--- src/rtl/core/segregated_free_list_allocator_assert.svh ---
// Assertion macros used by the allocator top level.
`ifndef SEGREGATED_FREE_LIST_ALLOCATOR_ASSERT_SVH
`define SEGREGATED_FREE_LIST_ALLOCATOR_ASSERT_SVH

// Same-cycle implication, checked at every rising edge outside reset.
`define SFL_ASSERT_NOW(label, clk, rst_n, ante, cons, msg) \
  label: assert property (@(posedge clk) disable iff (!rst_n) (ante) |-> (cons)) \
    else $error(msg);

// Next-cycle implication.
`define SFL_ASSERT_NEXT(label, clk, rst_n, ante, cons, msg) \
  label: assert property (@(posedge clk) disable iff (!rst_n) (ante) |=> (cons)) \
    else $error(msg);

`endif

--- src/rtl/core/sfl_pkg.sv ---
// Shared types and constants of the segregated free-list allocator.
package sfl_pkg;

  localparam int ADDR_W   = 24;
  localparam int POOL_W   = 25;
  localparam int COPY_W   = 21;
  localparam int CLASS_W  = 5;
  localparam int FUNC_W   = 2;
  localparam int STATUS_W = 3;
  localparam int CAP_LOG  = 24;   // bump limit never exceeds 2^24

  localparam logic [POOL_W-1:0] POOL_RESET = POOL_W'(1) << CAP_LOG;

  typedef enum logic [FUNC_W-1:0] {
    FUNC_ALLOC = 2'd0,
    FUNC_GROW  = 2'd1,
    FUNC_FREE  = 2'd2,
    FUNC_FLUSH = 2'd3
  } sfl_func_t;

  typedef enum logic [STATUS_W-1:0] {
    ST_OK        = 3'd0,
    ST_OOM       = 3'd1,
    ST_BADCLASS  = 3'd2,
    ST_NOTLARGER = 3'd3,
    ST_FULL      = 3'd4
  } sfl_status_t;

  typedef struct packed {
    logic [FUNC_W-1:0]  func;
    logic [CLASS_W-1:0] size_class;
    logic [CLASS_W-1:0] old_class;
    logic [ADDR_W-1:0]  location;
  } sfl_in_t;

  typedef struct packed {
    logic [ADDR_W-1:0]   address;
    logic [STATUS_W-1:0] status;
    logic [COPY_W-1:0]   copy_bytes;
    logic [POOL_W-1:0]   used_bytes;
  } sfl_out_t;

  // Decision made in the first stage, finished once stack read data is back.
  typedef struct packed {
    sfl_status_t        status;
    logic               from_mem;
    logic [ADDR_W-1:0]  carve_addr;
    logic [COPY_W-1:0]  copy_bytes;
    logic [POOL_W-1:0]  used_bytes;
  } sfl_dec_t;

endpackage

--- src/rtl/core/sfl_class_ctrl.sv ---
// Class counts, bump pointer and pool register; decides each operation.
module sfl_class_ctrl #(
  parameter int MIN_CLASS   = 4,
  parameter int MAX_CLASS   = 11,
  parameter int STACK_DEPTH = 16,
  parameter int ADDR_BITS   = 24,
  parameter int CIDX_W      = 3,
  parameter int SLOT_W      = 4,
  parameter int ENTRY_W     = 24
) (
  input  logic                          clk,
  input  logic                          rst_n,
  input  logic                          cfg_we,
  input  logic [sfl_pkg::POOL_W-1:0]    cfg_data,
  input  logic                          op_go,
  input  sfl_pkg::sfl_in_t              op,
  output sfl_pkg::sfl_dec_t             dec,
  output logic                          mem_we,
  output logic [CIDX_W+SLOT_W-1:0]      mem_waddr,
  output logic [ENTRY_W-1:0]            mem_wdata,
  output logic [CIDX_W+SLOT_W-1:0]      mem_raddr
);
  import sfl_pkg::*;

  localparam int NCLASS  = (MAX_CLASS >= MIN_CLASS) ? (MAX_CLASS - MIN_CLASS + 1) : 1;
  localparam int CNT_W   = $clog2(STACK_DEPTH + 1);
  localparam int LIM_LOG = (ADDR_BITS < CAP_LOG) ? ADDR_BITS : CAP_LOG;
  localparam logic [POOL_W-1:0] LIMIT_CAP = POOL_W'(1) << LIM_LOG;

  logic [POOL_W-1:0] pool_r;
  logic [POOL_W-1:0] bump_r, bump_nxt, bump_after;
  logic [CNT_W-1:0]  cnt_r   [NCLASS];
  logic [CNT_W-1:0]  cnt_nxt [NCLASS];

  logic [CLASS_W-1:0] cls, old;
  logic               cls_ok, old_ok;
  logic [CIDX_W-1:0]  k_new, k_old, k_push;
  logic [CNT_W-1:0]   cnt_new, cnt_old, cnt_push;
  logic               full_new, full_old;
  logic [POOL_W-1:0]  bytes_new, limit;
  logic [POOL_W:0]    carve_sum;
  logic               carve_ok;
  logic [CNT_W-1:0]   pop_cnt;
  sfl_status_t        st;
  logic               pop, carve, push, flush;
  logic [COPY_W-1:0]  copy;

  assign cls    = op.size_class;
  assign old    = op.old_class;
  assign cls_ok = (cls >= CLASS_W'(MIN_CLASS)) && (cls <= CLASS_W'(MAX_CLASS));
  assign old_ok = (old >= CLASS_W'(MIN_CLASS)) && (old <= CLASS_W'(MAX_CLASS));
  assign k_new  = cls_ok ? CIDX_W'(cls - CLASS_W'(MIN_CLASS)) : '0;
  assign k_old  = old_ok ? CIDX_W'(old - CLASS_W'(MIN_CLASS)) : '0;

  assign cnt_new  = cnt_r[k_new];
  assign cnt_old  = cnt_r[k_old];
  assign full_new = cnt_new >= CNT_W'(STACK_DEPTH);
  assign full_old = cnt_old >= CNT_W'(STACK_DEPTH);

  assign bytes_new = POOL_W'(1) << cls;
  assign limit     = (pool_r < LIMIT_CAP) ? pool_r : LIMIT_CAP;
  assign carve_sum = {1'b0, bump_r} + {1'b0, bytes_new};
  assign carve_ok  = carve_sum <= {1'b0, limit};

  always_comb begin
    st     = ST_OK;
    pop    = 1'b0;
    carve  = 1'b0;
    push   = 1'b0;
    flush  = 1'b0;
    k_push = k_new;
    copy   = '0;
    case (op.func)
      FUNC_ALLOC: begin
        if (!cls_ok) begin
          st = ST_BADCLASS;
        end else if (cnt_new != '0) begin
          pop = 1'b1;
        end else if (carve_ok) begin
          carve = 1'b1;
        end else begin
          st = ST_OOM;
        end
      end
      FUNC_GROW: begin
        k_push = k_old;
        if (old >= cls) begin
          st = ST_NOTLARGER;
        end else if (!old_ok || !cls_ok) begin
          st = ST_BADCLASS;
        end else if (full_old) begin
          st = ST_FULL;
        end else if (cnt_new != '0 || carve_ok) begin
          pop   = cnt_new != '0;
          carve = cnt_new == '0;
          push  = 1'b1;
          copy  = COPY_W'(1) << old;
        end else begin
          st = ST_OOM;
        end
      end
      FUNC_FREE: begin
        if (!cls_ok) begin
          st = ST_BADCLASS;
        end else if (full_new) begin
          st = ST_FULL;
        end else begin
          push = 1'b1;
        end
      end
      FUNC_FLUSH: begin
        flush = 1'b1;
      end
    endcase
  end

  assign cnt_push   = cnt_r[k_push];
  assign pop_cnt    = cnt_new - CNT_W'(1);
  assign bump_after = flush ? '0 : (carve ? carve_sum[POOL_W-1:0] : bump_r);
  assign bump_nxt   = op_go ? bump_after : bump_r;

  always_comb begin
    for (int i = 0; i < NCLASS; i++) begin
      cnt_nxt[i] = cnt_r[i];
      if (op_go) begin
        if (flush) begin
          cnt_nxt[i] = '0;
        end else begin
          if (pop && (CIDX_W'(i) == k_new)) begin
            cnt_nxt[i] = cnt_r[i] - CNT_W'(1);
          end
          if (push && (CIDX_W'(i) == k_push)) begin
            cnt_nxt[i] = cnt_r[i] + CNT_W'(1);
          end
        end
      end
    end
  end

  always_ff @(posedge clk) begin
    if (!rst_n) begin
      pool_r <= POOL_RESET;
      bump_r <= '0;
      cnt_r  <= '{default: '0};
    end else begin
      if (cfg_we) begin
        pool_r <= cfg_data;
      end
      bump_r <= bump_nxt;
      cnt_r  <= cnt_nxt;
    end
  end

  assign mem_we    = op_go && push;
  assign mem_waddr = {k_push, cnt_push[SLOT_W-1:0]};
  assign mem_wdata = op.location[ENTRY_W-1:0];
  assign mem_raddr = {k_new, pop_cnt[SLOT_W-1:0]};

  assign dec.status     = st;
  assign dec.from_mem   = pop;
  assign dec.carve_addr = carve ? bump_r[ADDR_W-1:0] : '0;
  assign dec.copy_bytes = copy;
  assign dec.used_bytes = bump_after;

endmodule
--- config.mk ---
export PLATFORM = sky130hd
export DESIGN_NAME = sfl_class_ctrl
export DESIGN_NICKNAME = d
export VERILOG_FILES = /design/src/rtl/core/segregated_free_list_allocator_assert.svh /design/src/rtl/core/sfl_pkg.sv /design/src/rtl/core/sfl_class_ctrl.sv
export SDC_FILE = /design/constraint.sdc
export NUM_CORES = 1
export LEC_CHECK = 0
export BUFFER_PORTS_ARGS = -buffer_cell sky130_fd_sc_hd__buf_2
export CAP_MARGIN = 20
export CORE_MARGIN = 5
export CORE_UTILIZATION = 45
export DETAILED_ROUTE_END_ITERATION = 6
export PLACE_DENSITY = 0.66
export SLEW_MARGIN = 20
export SYNTH_ARGS = -nofsm -noshare
export SYNTH_HDL_FRONTEND = slang
export SYNTH_SLANG_ARGS = --single-unit
--- constraint.sdc ---
create_clock -name clk -period 23.5 [get_ports clk]
set_clock_uncertainty 0.2 [all_clocks]
set_input_delay 4.7 -clock clk [delete_from_list [all_inputs] [get_ports clk]]
set_output_delay 4.7 -clock clk [all_outputs]
set_load 0.01 [all_outputs]
==> results.md <==
Outcome:
- The run finished with clean final reports.

Worst setup path:
- The beginning of the worst register-to-register path is bump_r[0]$_SDFFE_PN0P_.
- The kind of cell with the highest combined delay along the critical path is compound AO/OA/AOI/OAI gates.
- For the worst setup path, the data arrival time is 10810 ps.
- In this design, the stage delay of the slowest critical-path cell is 480 ps.
- The critical path's slowest cell is sky130_fd_sc_hd__fa_1.
- The kind of start point of the critical path is an input pin.
- Counting cells, the worst reg-to-reg path comes to 25.
- The setup path with the least slack is of type in -> out.
- The launching instance or port of the critical path is op[29].
- The capture instance of the worst register-to-register path is cnt_r[34]$_SDFFE_PN0P_.
- The critical-path maximum fanout is 51.
- STA puts the critical path data required time at ~19000 ps.
- The signal on the critical path passes through buf_2 > nor2b_4 > nand4_1 > fa_1 > nor2b_1 > o211ai_1 > a211oi_1 > nor2_1 > o21ai_0 > xor2_1 > ha_1 > nand2_1 > o21ai_1 > a2111oi_0 > o211ai_1 > a221oi_4 > nand2_2 > or3_2 > buf_4 > mux2i_1 > nor2_1 > buf_2.
- The critical path contains buffers and inverters numbering 3 combined.
- The register-to-register setup slack is 16620 ps.
- The worst setup path is captured at a primary output.

Global route:
- The number of global-route vias before repair is 8232.
- The total overflow left after global routing is 0.
- Entering global routing, the biggest net connects between 60 and 70 pins.
- The first global-routing pass estimated 44.4 mm of wire.
- The initial antenna violation count was 1.
- The overall fraction of global-route tracks in use is 22.9%.

Clock network:
- The count of hold buffers inserted by post-cts repair is 0.
- The total number of clock tree sinks is 90.
- The clock transition at the registers of the reported paths is about 80 ps.
- In this run the post-CTS setup repair buffer count came out at 0.
- The number of buffers added by the clock tree synthesis step is 9.
- In this run the clock root is driven by a sky130_fd_sc_hd__clkbuf_16.
- At the later pin of the worst-skew pair, clock insertion delay measures approximately 360 ps.
- The quantity of gates resized following cts is 0.
- The H-tree was split into 3 levels.
- The maximum clock insertion buffer count is 2.
- TritonCTS built the clock tree.

Placed design:
- The global placement routability congestion is between 0.9 and 1.
- Counting tap cells, the placed design contains a total of 1531 instances.
- The number of input and output port buffers inserted is 116.
- The placed wire-length estimate is 21.7 mm.

Synthesis:
- After synthesis the netlist holds a flip-flop and latch count of 90.
- In the synthesized netlist, the cells that appear most often are sky130_fd_sc_hd__nand2_1, sky130_fd_sc_hd__nor2_1, sky130_fd_sc_hd__ha_1, sky130_fd_sc_hd__dfxtp_1, sky130_fd_sc_hd__mux2i_1.
- The number of synthesized flops with an enable pin is 0.
- The share of the Yosys chip area taken by registers is about a fifth.
- Yosys attributes the largest share of cell area to sky130_fd_sc_hd__dfxtp_1, sky130_fd_sc_hd__ha_1, sky130_fd_sc_hd__mux2i_1, sky130_fd_sc_hd__nand2_1, sky130_fd_sc_hd__nor2_1.
- The average instance area after synthesis is ~7.7 um2.
- After synthesis, the largest area contributor takes up 19.2% of total cell area.
- The summed instance area of the synthesized netlist is 9370 um2.
- The number of distinct library cell variants in the gate-level netlist after synthesis is ~90.
- The synthesized design spends more area on one cell type than any other, namely sky130_fd_sc_hd__dfxtp_1.
- The share of async-settable or async-resettable flops after synthesis is 0%.
- The main flop type after synthesis is sky130_fd_sc_hd__dfxtp_1.
- Among all cell types in the netlist, the one instantiated most often is sky130_fd_sc_hd__nand2_1.
- Synthesis produced a netlist whose cell count is 1218.
- The synthesis warning total is 0.

Worst hold path:
- In this run the worst hold path is classified as reg -> reg.
- For hold timing, the worst endpoint is bump_r[24]$_SDFFE_PN0P_.
- The origin of the worst min-delay path is bump_r[24]$_SDFFE_PN0P_.
- Along the worst hold path, the cell count comes to 2.

Timing:
- At the pin with the least slew margin, the transition time is 968 ps.
- The final cycle utilization of the critical path is 66.8%.
- The worst slew margin relative to its limit is 35.4%.
- The number of failing hold endpoints at the final stage is 0.
- The final number of max-transition violations is 0.
- Setup repair after global routing left no endpoint under its margin.
- The worst-case hold slack is 298 ps.
- The count of endpoints failing setup in the final report is 0.
- The sum of negative setup slack is 0 ps.
- Derived from the worst setup path, the maximum achievable clock frequency is 0.0637 GHz.
- The routed design could run at a clock period as short as 15710 ps.

Finish:
- The post-route core utilization is between 40% and 50%.
- Relative to the synthesized area, the layout overhead comes to 7.99%.
- The filler-free cell count of the finished design is 1547.
- The number of antenna diodes in the final layout is 0.
- At the end of the flow, the number of nets in the layout was 1438.
- Cells with a size suffix above 1 make up between 15 and 20% of the layout.

Routing:
- Before antenna repair, the detailed router went through 5 iterations.
- Using the TritonRoute via totals, the vias-per-cell ratio works out to 5.73.
- The initial detailed-routing violation count is around 680.
- In the routed design, unresolved DRC markers number 0.
- The overall routed net length is 28.2 mm.
- The total number of vias is 8859.
- Once detail routing completed, the nets flagged for antenna violations numbered 0.
- After detailed routing, the average wire length per cell comes to 18.2 um.

Die:
- In this run the vertical extent of the chip is 154 um.
- The core footprint is 20400 um2.
- The die outline area is between 20000 and 25000 um2.
- Once the floorplan was initialized, standard cells occupied 46.0% of the core.
- The overall die width is 154 um.
- The count of boundary I/O pins is 178.
- The row count is 52.

Power:
- In this run the power spent charging and discharging nets is approximately 140 uW.
- The share of total power dissipated in combinational logic is between 20% and 30%.
- The leakage power of the design is around 0.0047 uW.
- Power spread over the standard cell area amounts to 41.2 nW/um2.
- Cell internal power was estimated by the tool at 273 uW.
- The share of total power dissipated in the clock network is about 36%.
- The share of power burned in registers is between 30% and 40%.
- The switching power as a share of total power is 34.6%.
- Across the VDD grid, the largest voltage drop is 27.9 uV.
- The total power draw is around 420 uW.

Flow run:
- Across the run, the number of max-cap violations was 0.
==> how the worst max path moves through the flow <==
stage / endpoint / slack [ps] / cells past startpoint
floorplan: dec[10] / 8730 / 27
global placement: dec[16] / 7830 / 24
detailed placement: dec[0] / 7830 / 22
CTS: dec[0] / 7810 / 22
global route: dec[14] / 7320 / 24
finish: dec[0] / 7790 / 22
==> area by class of cell <==
type	instances	area, um2
clock buffers	9	225
clock inverters	7	66.3
fillers	2064	10200
inverters	59	223
multi-input cells	990	6840
flip-flops and latches	90	1800
well taps	270	338
repair buffers	122	626
==> tightest hold or removal path: cells and delay by family (launching register included) <==
| kind | cells | cell delay, ps |
|---|---|---|
| and+or+nand+nor | 2 | 110 |
| DFF | 1 | 340 |
==> state kept, by name, summed over array words and instances (netlist names) <==
register,flops
cnt_r,40
pool_r,25
bump_r,25
==> per-stage QoR <==
stage                     worst slack (ps)  area (um2)
after floorplan                       8730        9410
after global placement                7830        9820
after detailed placement              7830        9820
after CTS                             7810       10100
after global routing                  7320       10100
final                                 7790       10100
==> cells in the final DEF, fill, tap and decap left out, types with 13 or more instances in the layout <==
| cell type | instances |
|---|---|
| sky130_fd_sc_hd__dfxtp_1 | 90 |
| sky130_fd_sc_hd__nor2b_1 | 54 |
| sky130_fd_sc_hd__ha_1 | 91 |
| sky130_fd_sc_hd__or3_1 | 15 |
| sky130_fd_sc_hd__nor2_1 | 132 |
| sky130_fd_sc_hd__inv_1 | 52 |
| sky130_fd_sc_hd__nand3_1 | 56 |
| sky130_fd_sc_hd__mux2i_1 | 76 |
| sky130_fd_sc_hd__buf_2 | 116 |
| sky130_fd_sc_hd__and3_1 | 14 |
| sky130_fd_sc_hd__o21ai_0 | 28 |
| sky130_fd_sc_hd__a21o_1 | 30 |
| sky130_fd_sc_hd__a21oi_1 | 65 |
| sky130_fd_sc_hd__nand4_1 | 14 |
| sky130_fd_sc_hd__conb_1 | 13 |
| sky130_fd_sc_hd__nand2_1 | 156 |
| sky130_fd_sc_hd__xnor2_1 | 29 |
==> power by group through the flow <==
stage / Clock (uW) / Sequential [uW] / Combinational [uW]
2_1_floorplan: 0 / 167 / 80.7
3_3_place_gp: 0 / 170 / 97.8
3_5_place_dp: 0 / 170 / 99.1
4_1_cts: 152 / 166 / 99.7
5_1_grt: 158 / 167 / 111
6_report: 150 / 166 / 101
==> kinds of logic after synthesis <==
kind of cell | Yosys count | synth area share [%]
compound gates | 252 | 19.6
xor+xnor | 40 | 3.82
fa+ha+maj | 101 | 14.2
buf+inv | 150 | 8.36
flops | 90 | 19.2
mux | 85 | 9.24
other cells | 1 | 0.0400
simple gates | 499 | 25.5
==> routing by layer <==
layer	part of all wire [%]	routed length (um)	up-vias	track usage (%)
li1	-	-	4328	-
met1	47	13400	4162	33.2
met2	44	12300	328	35.7
met3	7.5	2110	39	3.72
met4	1.4	396	2	5.26
met5	0.071	20	-	0
Note: power is estimated with default switching activity, not from simulation.
